### src/rtl/i2ccd_pkg.sv
// Shared constants, types and helper functions for the bus clock divider search.
`default_nettype none
package i2ccd_pkg;

  localparam int RATE_W = 32;
  localparam int WORD_W = 19;
  localparam int CK_W   = 3;
  localparam int DIV_W  = 8;

  localparam logic [RATE_W-1:0] RATE_CAP        = 32'd400000;
  localparam logic [RATE_W-1:0] HALF_DUTY_LIMIT = 32'd100000;
  localparam logic [RATE_W-1:0] MCLK_RESET      = 32'd64000000;
  localparam logic [RATE_W-1:0] DIVISOR_BIAS    = 32'd4;
  localparam logic [RATE_W-1:0] RATE_NONE       = 32'hFFFF_FFFF;

  localparam int DEF_PRESCALE_STEPS = 8;
  localparam int DEF_DIVIDER_LIMIT  = 256;

  // x/3 for x below 1024 as a multiply by a scaled reciprocal.
  localparam logic [10:0] DIV3_MUL   = 11'd683;
  localparam int          DIV3_SHIFT = 11;

  typedef struct packed {
    logic              start;
    logic [RATE_W-1:0] dividend;
    logic [RATE_W-1:0] divisor;
  } div_req_t;

  typedef struct packed {
    logic              done;
    logic [RATE_W-1:0] quotient;
  } div_rsp_t;

  function automatic logic [8:0] div3(input logic [9:0] x);
    logic [20:0] p;
    p = 21'(x) * 21'(DIV3_MUL);
    return p[DIV3_SHIFT+8:DIV3_SHIFT];
  endfunction

endpackage
`default_nettype wire

### src/rtl/i2ccd_if.sv
// Valid/ready channel interfaces for the request and result of the divider search.
`default_nettype none
interface i2ccd_in_if import i2ccd_pkg::*; ();
  logic              valid;
  logic              ready;
  logic [RATE_W-1:0] target_rate_hz;

  modport source (output valid, output target_rate_hz, input ready);
  modport sink (input valid, input target_rate_hz, output ready);
endinterface

interface i2ccd_out_if import i2ccd_pkg::*; ();
  logic              valid;
  logic              ready;
  logic [WORD_W-1:0] waveform_word;
  logic [CK_W-1:0]   prescale_exponent;
  logic [DIV_W-1:0]  half_period_divider;
  logic [RATE_W-1:0] achieved_rate_hz;

  modport source (output valid, output waveform_word, output prescale_exponent,
                  output half_period_divider, output achieved_rate_hz, input ready);
  modport sink (input valid, input waveform_word, input prescale_exponent,
                input half_period_divider, input achieved_rate_hz, output ready);
endinterface
`default_nettype wire

### src/rtl/i2c_clock_divider_search_core.sv
// A request first divides half the master clock by the clamped target to find the base,
// then each candidate divider tried takes one pass of the shared 32-bit divider.
// At most three candidates are tried per prescaler exponent.
// Throughput: one request at a time; the core is ready the cycle after a result is loaded,
// and a finished search waits until the output register is free.
// Reset (synchronous, rst_n low) returns the sequencer to idle, drops the output valid
// and sets the master clock register to 64 MHz.
`default_nettype none
module i2c_clock_divider_search_core import i2ccd_pkg::*; #(
  parameter int PRESCALE_STEPS = DEF_PRESCALE_STEPS,
  parameter int DIVIDER_LIMIT  = DEF_DIVIDER_LIMIT
) (
  input  wire logic              clk,
  input  wire logic              rst_n,
  input  wire logic              cfg_wr_en,
  input  wire logic [RATE_W-1:0] cfg_wr_data,
  i2ccd_in_if.sink               in_chan,
  i2ccd_out_if.source            out_chan
);

  typedef enum logic [2:0] {
    ST_IDLE, ST_PRE_WAIT, ST_CK_START, ST_LAUNCH, ST_CAND_WAIT, ST_EVAL, ST_FINISH
  } state_t;

  state_t            state_r, state_nxt;
  logic [RATE_W-1:0] mclk_r, mclk_nxt;
  logic [RATE_W-1:0] tgt_r, tgt_nxt;
  logic [RATE_W-1:0] half_r, half_nxt;
  logic [RATE_W-1:0] pre_r, pre_nxt;
  logic [CK_W-1:0]   ck_r, ck_nxt;
  logic [DIV_W-1:0]  d_r, d_nxt;
  logic [RATE_W-1:0] best_err_r, best_err_nxt;
  logic [RATE_W-1:0] best_rate_r, best_rate_nxt;
  logic [CK_W-1:0]   best_ck_r, best_ck_nxt;
  logic [DIV_W-1:0]  best_d_r, best_d_nxt;
  logic              out_valid_r, out_valid_nxt;
  logic [WORD_W-1:0] out_word_r, out_word_nxt;
  logic [CK_W-1:0]   out_ck_r, out_ck_nxt;
  logic [DIV_W-1:0]  out_d_r, out_d_nxt;
  logic [RATE_W-1:0] out_rate_r, out_rate_nxt;

  div_req_t          div_req;
  div_rsp_t          div_rsp;

  logic [RATE_W-1:0] tgt_clamp;
  logic [RATE_W-1:0] start_d;
  logic [RATE_W-1:0] cand_divisor;
  logic [RATE_W-1:0] rate;
  logic [RATE_W-1:0] err;
  logic              improved;
  logic              walk_stop;
  logic              last_ck;
  logic              last_d;
  logic [8:0]        low_part;
  logic [8:0]        high_part;
  logic [WORD_W-1:0] word;

  i2ccd_div u_div (
    .clk   (clk),
    .rst_n (rst_n),
    .req   (div_req),
    .rsp   (div_rsp)
  );

  assign tgt_clamp    = (in_chan.target_rate_hz > RATE_CAP) ? RATE_CAP
                                                            : in_chan.target_rate_hz;
  assign start_d      = (pre_r >> ck_r) - 32'd1;
  assign cand_divisor = (RATE_W'(d_r) << ck_r) + DIVISOR_BIAS;
  assign rate         = div_rsp.quotient;
  assign err          = (rate > tgt_r) ? (rate - tgt_r) : (tgt_r - rate);
  assign improved     = err < best_err_r;
  // The walk over dividers ends on an exact improving hit or once the rate drops below target.
  assign walk_stop    = (improved && (rate == tgt_r)) || (rate < tgt_r);
  assign last_ck      = (ck_r == CK_W'(PRESCALE_STEPS - 1));
  assign last_d       = ({1'b0, d_r} == 9'(DIVIDER_LIMIT - 1));

  assign low_part  = div3({best_d_r, 2'b00});
  assign high_part = div3({1'b0, best_d_r, 1'b0});

  always_comb begin
    if (tgt_r <= HALF_DUTY_LIMIT) begin
      word = WORD_W'(best_d_r) | (WORD_W'(best_d_r) << 8) | (WORD_W'(best_ck_r) << 16);
    end else begin
      word = WORD_W'(low_part) | (WORD_W'(high_part) << 8) | (WORD_W'(best_ck_r) << 16);
    end
  end

  always_comb begin
    state_nxt     = state_r;
    mclk_nxt      = cfg_wr_en ? cfg_wr_data : mclk_r;
    tgt_nxt       = tgt_r;
    half_nxt      = half_r;
    pre_nxt       = pre_r;
    ck_nxt        = ck_r;
    d_nxt         = d_r;
    best_err_nxt  = best_err_r;
    best_rate_nxt = best_rate_r;
    best_ck_nxt   = best_ck_r;
    best_d_nxt    = best_d_r;
    out_valid_nxt = out_valid_r && !out_chan.ready;
    out_word_nxt  = out_word_r;
    out_ck_nxt    = out_ck_r;
    out_d_nxt     = out_d_r;
    out_rate_nxt  = out_rate_r;
    div_req.start    = 1'b0;
    div_req.dividend = half_r;
    div_req.divisor  = cand_divisor;

    case (state_r)
      ST_IDLE: begin
        div_req.dividend = {1'b0, mclk_r[RATE_W-1:1]};
        div_req.divisor  = tgt_clamp;
        if (in_chan.valid) begin
          div_req.start = 1'b1;
          tgt_nxt       = tgt_clamp;
          half_nxt      = {1'b0, mclk_r[RATE_W-1:1]};
          best_err_nxt  = RATE_NONE - tgt_clamp;
          best_rate_nxt = RATE_NONE;
          best_ck_nxt   = '0;
          best_d_nxt    = '0;
          state_nxt     = ST_PRE_WAIT;
        end
      end
      ST_PRE_WAIT: begin
        if (div_rsp.done) begin
          pre_nxt   = div_rsp.quotient - DIVISOR_BIAS;
          ck_nxt    = '0;
          state_nxt = ST_CK_START;
        end
      end
      ST_CK_START: begin
        // A start at or beyond the divider limit (also one that wrapped) yields no candidates for this exponent.
        if (start_d < RATE_W'(DIVIDER_LIMIT)) begin
          d_nxt     = start_d[DIV_W-1:0];
          state_nxt = ST_LAUNCH;
        end else if (last_ck) begin
          state_nxt = ST_FINISH;
        end else begin
          ck_nxt = ck_r + CK_W'(1);
        end
      end
      ST_LAUNCH: begin
        div_req.start = 1'b1;
        state_nxt     = ST_CAND_WAIT;
      end
      ST_CAND_WAIT: begin
        if (div_rsp.done) begin
          state_nxt = ST_EVAL;
        end
      end
      ST_EVAL: begin
        if (improved) begin
          best_err_nxt  = err;
          best_rate_nxt = rate;
          best_ck_nxt   = ck_r;
          best_d_nxt    = d_r;
        end
        if (walk_stop || last_d) begin
          if (last_ck) begin
            state_nxt = ST_FINISH;
          end else begin
            ck_nxt    = ck_r + CK_W'(1);
            state_nxt = ST_CK_START;
          end
        end else begin
          d_nxt     = d_r + DIV_W'(1);
          state_nxt = ST_LAUNCH;
        end
      end
      ST_FINISH: begin
        if (!out_valid_r || out_chan.ready) begin
          out_valid_nxt = 1'b1;
          out_word_nxt  = word;
          out_ck_nxt    = best_ck_r;
          out_d_nxt     = best_d_r;
          out_rate_nxt  = best_rate_r;
          state_nxt     = ST_IDLE;
        end
      end
      default: begin
        state_nxt = ST_IDLE;
      end
    endcase
  end

  always_ff @(posedge clk) begin
    if (!rst_n) begin
      state_r     <= ST_IDLE;
      mclk_r      <= MCLK_RESET;
      tgt_r       <= '0;
      half_r      <= '0;
      pre_r       <= '0;
      ck_r        <= '0;
      d_r         <= '0;
      best_err_r  <= '0;
      best_rate_r <= '0;
      best_ck_r   <= '0;
      best_d_r    <= '0;
      out_valid_r <= 1'b0;
      out_word_r  <= '0;
      out_ck_r    <= '0;
      out_d_r     <= '0;
      out_rate_r  <= '0;
    end else begin
      state_r     <= state_nxt;
      mclk_r      <= mclk_nxt;
      tgt_r       <= tgt_nxt;
      half_r      <= half_nxt;
      pre_r       <= pre_nxt;
      ck_r        <= ck_nxt;
      d_r         <= d_nxt;
      best_err_r  <= best_err_nxt;
      best_rate_r <= best_rate_nxt;
      best_ck_r   <= best_ck_nxt;
      best_d_r    <= best_d_nxt;
      out_valid_r <= out_valid_nxt;
      out_word_r  <= out_word_nxt;
      out_ck_r    <= out_ck_nxt;
      out_d_r     <= out_d_nxt;
      out_rate_r  <= out_rate_nxt;
    end
  end

  assign in_chan.ready                = (state_r == ST_IDLE);
  assign out_chan.valid               = out_valid_r;
  assign out_chan.waveform_word       = out_word_r;
  assign out_chan.prescale_exponent   = out_ck_r;
  assign out_chan.half_period_divider = out_d_r;
  assign out_chan.achieved_rate_hz    = out_rate_r;

endmodule
`default_nettype wire

### src/rtl/i2ccd_div.sv
// Shared 32-bit restoring divider, one quotient bit per cycle.
`default_nettype none
module i2ccd_div import i2ccd_pkg::*; (
  input  wire logic     clk,
  input  wire logic     rst_n,
  input  wire div_req_t req,
  output div_rsp_t      rsp
);

  logic [RATE_W-1:0] rem_r, rem_nxt;
  logic [RATE_W-1:0] quo_r, quo_nxt;
  logic [RATE_W-1:0] dsr_r, dsr_nxt;
  logic [4:0]        cnt_r, cnt_nxt;
  logic              busy_r, busy_nxt;
  logic              done_r, done_nxt;
  logic [RATE_W:0]   shifted;
  logic [RATE_W:0]   trial;

  // A zero divisor never borrows, so the quotient comes out all ones.
  assign shifted = {rem_r, quo_r[RATE_W-1]};
  assign trial   = shifted - {1'b0, dsr_r};

  always_comb begin
    rem_nxt  = rem_r;
    quo_nxt  = quo_r;
    dsr_nxt  = dsr_r;
    cnt_nxt  = cnt_r;
    busy_nxt = busy_r;
    done_nxt = 1'b0;
    if (req.start) begin
      rem_nxt  = '0;
      quo_nxt  = req.dividend;
      dsr_nxt  = req.divisor;
      cnt_nxt  = '0;
      busy_nxt = 1'b1;
    end else if (busy_r) begin
      if (trial[RATE_W]) begin
        rem_nxt = shifted[RATE_W-1:0];
        quo_nxt = {quo_r[RATE_W-2:0], 1'b0};
      end else begin
        rem_nxt = trial[RATE_W-1:0];
        quo_nxt = {quo_r[RATE_W-2:0], 1'b1};
      end
      cnt_nxt = cnt_r + 5'd1;
      if (cnt_r == 5'(RATE_W - 1)) begin
        busy_nxt = 1'b0;
        done_nxt = 1'b1;
      end
    end
  end

  always_ff @(posedge clk) begin
    if (!rst_n) begin
      rem_r  <= '0;
      quo_r  <= '0;
      dsr_r  <= '0;
      cnt_r  <= '0;
      busy_r <= 1'b0;
      done_r <= 1'b0;
    end else begin
      rem_r  <= rem_nxt;
      quo_r  <= quo_nxt;
      dsr_r  <= dsr_nxt;
      cnt_r  <= cnt_nxt;
      busy_r <= busy_nxt;
      done_r <= done_nxt;
    end
  end

  assign rsp.done     = done_r;
  assign rsp.quotient = quo_r;

endmodule
`default_nettype wire

### src/flat_wrapper.sv
// flat-port wrapper written by rule: the top's interface ports become plain ports
module i2c_clock_divider_search_core_flat import i2ccd_pkg::*;
#(
  parameter int PRESCALE_STEPS = DEF_PRESCALE_STEPS,
  parameter int DIVIDER_LIMIT  = DEF_DIVIDER_LIMIT
)
  (clk, rst_n, cfg_wr_en, cfg_wr_data, in_chan_valid, in_chan_target_rate_hz, in_chan_ready, out_chan_valid, out_chan_waveform_word, out_chan_prescale_exponent, out_chan_half_period_divider, out_chan_achieved_rate_hz, out_chan_ready);
  i2ccd_in_if in_chan_i ();
  i2ccd_out_if out_chan_i ();
  input  wire logic clk;
  input  wire logic rst_n;
  input  wire logic cfg_wr_en;
  input  wire logic [RATE_W-1:0] cfg_wr_data;
  input wire logic [$bits(in_chan_i.valid)-1:0] in_chan_valid;
  input wire logic [$bits(in_chan_i.target_rate_hz)-1:0] in_chan_target_rate_hz;
  output wire logic [$bits(in_chan_i.ready)-1:0] in_chan_ready;
  output wire logic [$bits(out_chan_i.valid)-1:0] out_chan_valid;
  output wire logic [$bits(out_chan_i.waveform_word)-1:0] out_chan_waveform_word;
  output wire logic [$bits(out_chan_i.prescale_exponent)-1:0] out_chan_prescale_exponent;
  output wire logic [$bits(out_chan_i.half_period_divider)-1:0] out_chan_half_period_divider;
  output wire logic [$bits(out_chan_i.achieved_rate_hz)-1:0] out_chan_achieved_rate_hz;
  input wire logic [$bits(out_chan_i.ready)-1:0] out_chan_ready;
  assign in_chan_i.valid = in_chan_valid;
  assign in_chan_i.target_rate_hz = in_chan_target_rate_hz;
  assign in_chan_ready = in_chan_i.ready;
  assign out_chan_valid = out_chan_i.valid;
  assign out_chan_waveform_word = out_chan_i.waveform_word;
  assign out_chan_prescale_exponent = out_chan_i.prescale_exponent;
  assign out_chan_half_period_divider = out_chan_i.half_period_divider;
  assign out_chan_achieved_rate_hz = out_chan_i.achieved_rate_hz;
  assign out_chan_i.ready = out_chan_ready;
  i2c_clock_divider_search_core #(.PRESCALE_STEPS(PRESCALE_STEPS), .DIVIDER_LIMIT(DIVIDER_LIMIT)) u_core (.clk(clk), .rst_n(rst_n), .cfg_wr_en(cfg_wr_en), .cfg_wr_data(cfg_wr_data), .in_chan(in_chan_i), .out_chan(out_chan_i));
endmodule
### config.mk
export PLATFORM = sky130hd
export DESIGN_NAME = i2c_clock_divider_search_core_flat
export DESIGN_NICKNAME = d
export VERILOG_FILES = /design/src/rtl/i2ccd_pkg.sv /design/src/rtl/i2ccd_if.sv /design/src/rtl/i2c_clock_divider_search_core.sv /design/src/rtl/i2ccd_div.sv /design/src/flat_wrapper.sv
export SDC_FILE = /design/constraint.sdc
export NUM_CORES = 1
export LEC_CHECK = 0
export BUFFER_PORTS_ARGS = -buffer_cell sky130_fd_sc_hd__buf_2
export CORE_MARGIN = 2
export CORE_UTILIZATION = 40
export CTS_CLUSTER_SIZE = 14
export DETAILED_ROUTE_END_ITERATION = 8
export SETUP_SLACK_MARGIN = 0.1
export SLEW_MARGIN = 20
export SYNTH_ARGS = -nofsm -noshare
export SYNTH_HDL_FRONTEND = slang
export SYNTH_SLANG_ARGS = --single-unit
### constraint.sdc
create_clock -name clk -period 8 [get_ports clk]
set_input_delay 1.2 -clock clk [delete_from_list [all_inputs] [get_ports clk]]
set_output_delay 1.2 -clock clk [all_outputs]
set_load 0.005 [all_outputs]
==> results by group, run 1 <==
GRT
  – Vias in the first global route: 21551
  – Antenna violations before repair: 0
  – Met2 Usage GRT: 35.79%
  – Global Route met1 Usage: 30.46%
  – Met3 Use GR: 2.832%
  – Busiest grt layer: met2
  – Global route overflow: 0
  – Total global-route track usage: 22.41%
  – Largest net degree at the start of global routing: 104
  – First-pass GRT wire length: 119900 um

Floorplan
  – Initial Utilization: 40.36%
  – Die area: 65450 sq um
  – Chip Width: 255.8 um
  – IO Count: 133
  – Die Ht: 255.8 um
  – Rows: 92
  – CORE AREA: 62850 sq um

Timing
  – Final WS setup: 947.4 ps
  – Max Slew Vio Count: 0
  – Setup_tns: 0 ps
  – Unrepaired setup endpoints after global routing: no
  – Hold Vio Cnt, Final: 0
  – Min Clock Period, post-route: 7053 ps
  – Fin crit share: 88.16%
  – Clock Skew: 28.86 ps
  – Achievable clock frequency: 141.8 MHz
  – Relative slew slack: 27.47%
  – Slew @ Worst Pin: 1088 ps
  – # setup viols final: 0

Pwr
  – Switching share of power: 47.79%
  – Psw: 6.371 mW
  – Power Total: 13.33 mW
  – P_leak: 11.50 nW
  – Clk pwr share: 16.2%
  – Power per cell area: 474.0 nW/um^2
  – Max IR drop VDD: 0.3359 mV
  – Total internal power: 6.960 mW
  – Sequential power share: 19.8%
  – Gate power share: 64.0%

Yosys
  – Post-synth EDFFs: 0
  – Cell accounting for the most synthesized area: dfxtp_1
  – Fraction of registers with async set/reset: 0%
  – Synthesized area: 25370 sq um
  – Count leader, synth: nand2_1
  – Unique masters post-synth: 90
  – Synth top cells by count: nand2_1, dfxtp_1, a21oi_1
  – Top_reg_cell synth: dfxtp_1
  – Synth warn: 0
  – Syn Area/Cell: 7.818 sq um
  – Synth top area share: 29.83%
  – Post-Synthesis Cells: 3245
  – Synth Register Bits: 378
  – Register area share after synthesis: 29.83%
  – Syn nets: 3508
  – Top cells by area, synth: dfxtp_1, ha_1, nand2_1, a21oi_1, mux2i_1

Clock tree
  – Clock root cell: clkbuf_16
  – # hold bufs at CTS: 0
  – Setup bufs post-CTS: 0
  – CTS tree: yes
  – H-tree depth: 2
  – Post-cts resize count: 0
  – Inserted Clock Buffers: 45
  – CTS sink cnt: 378
  – Clock Pin Slew Worst Setup and Hold Paths: 60 ps
  – Clock Tree Buf Depth: 3
  – Later-pin clock latency in the skew report: 590 ps

Critical path
  – Required time worst endpoint: 8460 ps
  – Delay-heaviest family, CP: compound AO/OA/AOI/OAI gates
  – Setup CP Type: reg2reg
  – Worst path slowest cell: a21oi_1
  – CP max FO: 14
  – Critical Path End Type: flop
  – CP startpoint kind: flop
  – Buffers & Inverters on Critical Path: 5
  – CP arrival: 7520 ps
  – Crit-path max cell delay: 680 ps
  – Most frequent CP cell: buf_4

Finish
  – Area delta synth->final: 10.86%
  – Ant. Diodes: 0
  – FILL cells: 6516
  – Fin nets: 3505
  – Final Instance Count excl. Fillers: 4121
  – Fin area: 28120 sq um
  – Share of cells above drive strength 1: 10.32%

Hold path
  – Type of the worst min-delay path: reg2reg

Placement
  – I/O Buffers: 131
  – Setup WS pre-CTS: 1036 ps
  – Detailed placement HPWL: 55440 um
  – Post-DP Area: 26580 sq um
  – Placed Cells incl. Taps: 4041
  – RePlAce Congestion: 0.9349

Routing
  – Antenna-violating nets left: 0
  – Vias after detailed routing: 22987
  – Pre-Repair DR Iteration Count: 5
  – DR WL/cell: 18.34 um
  – Initial DRC count: 1734
  – DRC viols: 0
  – Vias per cell: 5.578
  – Final WL: 75580 um

Flow run
  – Maximum capacitance violations: 0

Outcome
  – Status: completed
==> per-layer routing <==
layer | share of wire [%] | vias to the layer above
met5 | 0 | -
met4 | 4.3 | 0
met3 | 5.2 | 141
met2 | 44 | 536
met1 | 46 | 10776
li1 | - | 11534
==> final timing paths <==
kind / startpoint / endpoint / slack (ps) / depth (start not counted)
max: u_core.u_div.quo_r[24]$_SDFFE_PN0P_ / u_core.d_r[4]$_SDFFE_PN0P_ / 950 / 26
min reg2reg: u_core.u_div.dsr_r[28]$_SDFFE_PN0P_ / u_core.u_div.dsr_r[28]$_SDFFE_PN0P_ / 440 / 2
min: u_core.u_div.dsr_r[28]$_SDFFE_PN0P_ / u_core.u_div.dsr_r[28]$_SDFFE_PN0P_ / 440 / 2
max reg2reg: u_core.u_div.quo_r[24]$_SDFFE_PN0P_ / u_core.d_r[4]$_SDFFE_PN0P_ / 950 / 26
==> logic make-up (layout without fill, tap and decap cells) <==
family / count (synthesis) / in the layout / share of synthesized area (%)
multiplexers: 191 / 191 / 8.404
flip-flops: 378 / 378 / 29.83
AO/OA/AOI/OAI: 889 / 889 / 22.87
AND/OR/NAND/NOR: 1067 / 1067 / 18.65
buffers and inverters: 419 / 449 / 6.446
adder cells (fa/ha/maj): 194 / 194 / 10.10
XOR/XNOR: 107 / 107 / 3.694
==> cell type report <==
| cell class | count | area, sq um | share of cell area (%) |
|---|---|---|---|
| multi-input cells | 2448 | 16250 | 57.77 |
| clock inverters | 20 | 252.7 | 0.8987 |
| flip-flops and latches | 378 | 7575 | 26.93 |
| clock buffers | 60 | 1295 | 4.605 |
| repair buffers | 168 | 933.4 | 3.319 |
| inverters | 201 | 762.0 | 2.709 |
| well taps | 846 | 1059 | 3.764 |
==> stage by stage <==
stage / hold WS [ps] / util, %
2_1_floorplan: 419.7 / -
3_3_place_gp: 429.3 / 42.28
3_5_place_dp: 435.4 / 42.28
4_1_cts: 442.4 / 44.75
5_1_grt: 461.3 / 44.75
6_report: 437.5 / 44.75
==> worst reg2reg max path, delay by kind of cell (launching register included) <==
| family | cells | cell delay (ps) |
|---|---|---|
| and+or+nand+nor | 7 | 1450 |
| adders and majority gates | 2 | 820 |
| DFF | 1 | 510 |
| AOI/OAI and AO/OA | 11 | 2910 |
| xor gates and xnor gates | 1 | 150 |
| buffers and inverters | 5 | 1100 |
==> state kept, by name, summed over array words and instances, names as in the netlist, 3 cells and up <==
name	cells
u_core.u_div.rem_r	32
u_core.half_r	31
u_core.best_err_r	32
u_core.u_div.quo_r	32
u_core.out_chan.prescale_exponent	3
u_core.tgt_r	32
u_core.out_chan.half_period_divider	8
u_core.pre_r	32
u_core.u_div.cnt_r	5
u_core.best_ck_r	3
u_core.best_rate_r	32
u_core.mclk_r	31
u_core.out_chan.achieved_rate_hz	32
u_core.state_r	3
u_core.u_div.dsr_r	32
u_core.best_d_r	8
u_core.out_chan.waveform_word	16
u_core.ck_r	3
u_core.d_r	8
==> power groups by stage <==
| stage | clock network (mW) | logic, mW | registers [mW] |
|---|---|---|---|
| 2_1_floorplan | 0 | 6.47 | 2.48 |
| 3_3_place_gp | 0 | 8.36 | 2.67 |
| 3_5_place_dp | 0 | 8.38 | 2.67 |
| 4_1_cts | 2.21 | 8.43 | 2.64 |
| 5_1_grt | 2.28 | 9.41 | 2.70 |
| 6_report | 2.16 | 8.53 | 2.64 |
==> cells in the final DEF, fill, tap and decap left out, types with 35 or more instances in the layout <==
| cell type | n |
|---|---|
| nand2_1 | 465 |
| dfxtp_1 | 374 |
| a21oi_1 | 314 |
| nor2_1 | 272 |
| inv_1 | 196 |
| ha_1 | 176 |
| mux2i_1 | 138 |
| o21ai_0 | 134 |
| buf_2 | 131 |
| xnor2_1 | 80 |
| nand3_1 | 77 |
| nor3_1 | 69 |
| a211oi_1 | 58 |
| a21o_1 | 57 |
| a31oi_1 | 56 |
| clkbuf_16 | 47 |
| a311oi_1 | 43 |
| nand4_1 | 38 |
| buf_4 | 37 |
| o211a_1 | 35 |
No activity file was read; power rests on OpenSTA's default activity.
==> inputs of run 2 (changes only) <==
Settings changed: CELL_PAD_IN_SITES_DETAIL_PLACEMENT from default to 1, CELL_PAD_IN_SITES_GLOBAL_PLACEMENT from default to 1, PLACE_DENSITY from default to 0.71.
==> results by group, run 2 (synthesis results as in run 1) <==
GRT
  – Global route overflow: 0 (unchanged)
  – Antenna violations before repair: 0 (unchanged)
  – Vias in the first global route: 24591 (+14%)
  – Total global-route track usage: 26.95% (+4.5 points)
  – Largest net degree at the start of global routing: 111 (+6.7%)
  – First-pass GRT wire length: 141600 um (+18%)

Finish
  – Commonest cells after routing, fill and taps aside: nand2_1, dfxtp_1, a21oi_1, nor2_1, inv_1
  – Fin nets: 3519 (+0.40%)
  – Ant. Diodes: 0 (unchanged)
  – Leading cell type in the layout, fill and taps excluded: nand2_1
  – Area delta synth->final: 11.62%
  – Share of cells above drive strength 1: 10.67% (+0.34 points)

Routing
  – DRC viols: 0 (unchanged)
  – Initial DRC count: 1491 (-14%)
  – DR WL/cell: 21.87 um (+19%)
  – Vias after detailed routing: 24202 (+5.3%)
  – Pre-Repair DR Iteration Count: 7 (+2)
  – Vias per cell: 5.850 (+4.9%)
  – Final WL: 90490 um (+20%)
  – Antenna-violating nets left: 0 (unchanged)

Timing
  – Slew @ Worst Pin: 1053 ps (-35.25 ps)
  – Unrepaired setup endpoints after global routing: no
  – Achievable clock frequency: 139.9 MHz (-1.3%)
  – # setup viols final: 0 (unchanged)
  – Max Slew Vio Count: 0 (unchanged)
  – Relative slew slack: 29.82% (+2.4 points)
  – Hold Vio Cnt, Final: 0 (unchanged)
  – Setup_tns: 0 ps (unchanged)
  – Clock Skew: 24.72 ps (-4.143 ps)
  – Fin crit share: 89.36% (+1.2 points)
  – Min Clock Period, post-route: 7149 ps (+96.10 ps)
  – WHS: 444.6 ps (+7.047 ps)

Clock tree
  – H-tree depth: 2 (unchanged)
  – Clock Tree Buf Depth: 3 (unchanged)
  – Post-cts resize count: 0 (unchanged)
  – Setup bufs post-CTS: 0 (unchanged)
  – Clock root cell: clkbuf_16
  – Clock Pin Slew Worst Setup and Hold Paths: 60 ps (about the same)
  – Later-pin clock latency in the skew report: 600 ps (about the same)
  – CTS sink cnt: 378 (unchanged)
  – CTS tree: yes
  – Inserted Clock Buffers: 47 (+4.4%)
  – # hold bufs at CTS: 0 (unchanged)

Critical path
  – FF-to-FF End: u_core.d_r[7]$_SDFFE_PN0P_
  – Critical Path End Type: flop
  – CP startpoint kind: flop
  – Required time worst endpoint: 8490 ps (+30 ps)
  – Worst Setup SP: u_core.u_div.quo_r[23]$_SDFFE_PN0P_
  – CP arrival: 7640 ps (+120 ps)
  – CP max FO: 24 (+10)
  – Setup CP Type: reg2reg
  – Worst R2R Setup Slack: 850 ps (-100 ps)
  – Worst Reg-to-Reg Cells: 27 (+3.8%)
  – RR Startpoint: u_core.u_div.quo_r[23]$_SDFFE_PN0P_

Placement
  – I/O Buffers: 131 (unchanged)
  – RePlAce Congestion: 0.9109 (-2.6%)
  – Detailed placement HPWL: 68310 um (+23%)

Flow run
  – Maximum capacitance violations: 0 (unchanged)

Floorplan
  – Die Ht: 255.8 um (unchanged)
  – CORE AREA: 62850 sq um (unchanged)
  – Rows: 92 (unchanged)
  – IO Count: 133 (unchanged)
  – Chip Width: 255.8 um (unchanged)
  – Die area: 65450 sq um (unchanged)
  – Initial Utilization: 40.36% (unchanged)

Pwr
  – Power per cell area: 488.1 nW/um^2 (+3.0%)
  – Max IR drop VDD: 0.4778 mV (+42%)
  – P_leak: 11.61 nW (+0.99%)

Outcome
  – Status: completed

Hold path
  – Cells on Worst Hold Path: 2 (unchanged)
  – Hold endpoint: u_core.u_div.dsr_r[30]$_SDFFE_PN0P_
  – Type of the worst min-delay path: reg2reg
  – HP Start: u_core.u_div.dsr_r[30]$_SDFFE_PN0P_
## run 2: per-stage QoR
step | total power, mW | cells | setup WS, ps | area (sq um) | utilization, %
after floorplan | 8.953 | 3245 | 2104 | 25370 | -
after CTS | 13.82 | 4137 | 905.1 | 28320 | 45.06
after global placement | 11.28 | 4053 | 986.7 | 26700 | 42.49
after detailed placement | 11.51 | 4053 | 921.0 | 26700 | 42.49
final | 13.82 | 4137 | 851.3 | 28320 | 45.06
after global routing | 14.91 | 4137 | 427.4 | 28320 | 45.06
## run 2: worst max-delay path: stages, from the launching register on
cell	delay, ps
dfxtp_1	490
inv_1	110
ha_1	450
a21oi_1	250
o21ai_0	180
a221oi_1	430
o21ai_0	160
a31oi_1	600
nand3_1	140
buf_4	220
nand2_1	90
buf_4	400
mux2i_1	420
xnor2_1	230
ha_1	310
a21o_1	160
a21o_1	170
a211oi_1	230
o21ai_0	120
a211oi_1	390
o211ai_1	270
a211oi_1	260
buf_4	200
nor3_1	70
a21oi_2	180
buf_4	210
a21oi_1	50
o221a_1	250
## run 2: final cells by class
class / count / area, sq um
fill: 7633 / 34530
multi-input combinational: 2448 / 16250
clock buffer: 68 / 1408
sequential: 378 / 7575
timing repair buffer: 180 / 1061
tap: 846 / 1059
inverter: 201 / 762.0
clock inverter: 16 / 207.7
## run 2: worst max-delay path by stage
stage	end	slack (ps)	cells after the start
4_1_cts	u_core.d_r[7]$_SDFFE_PN0P_	910	28
5_1_grt	u_core.d_r[7]$_SDFFE_PN0P_	430	27
6_report	u_core.d_r[7]$_SDFFE_PN0P_	850	27
2_1_floorplan	u_core.best_ck_r[0]$_SDFFE_PN0P_	2100	27
3_5_place_dp	u_core.d_r[7]$_SDFFE_PN0P_	920	28
3_3_place_gp	u_core.d_r[4]$_SDFFE_PN0P_	990	28
## run 2: routing by layer
metal,GRT usage (%),wire length [um],up-vias
met1,36.48,42680,12025
met5,0,0,-
met3,2.773,3405,117
met4,7.342,2283,0
li1,-,-,11572
met2,45.58,42120,488
## run 2: power breakdown
group	internal, mW	leakage [nW]	switching (mW)
Sequential	2.25	3.09	0.455
Clock	1.35	0.793	0.895
Combinational	3.46	7.73	5.42
Total	7.05	11.6	6.77
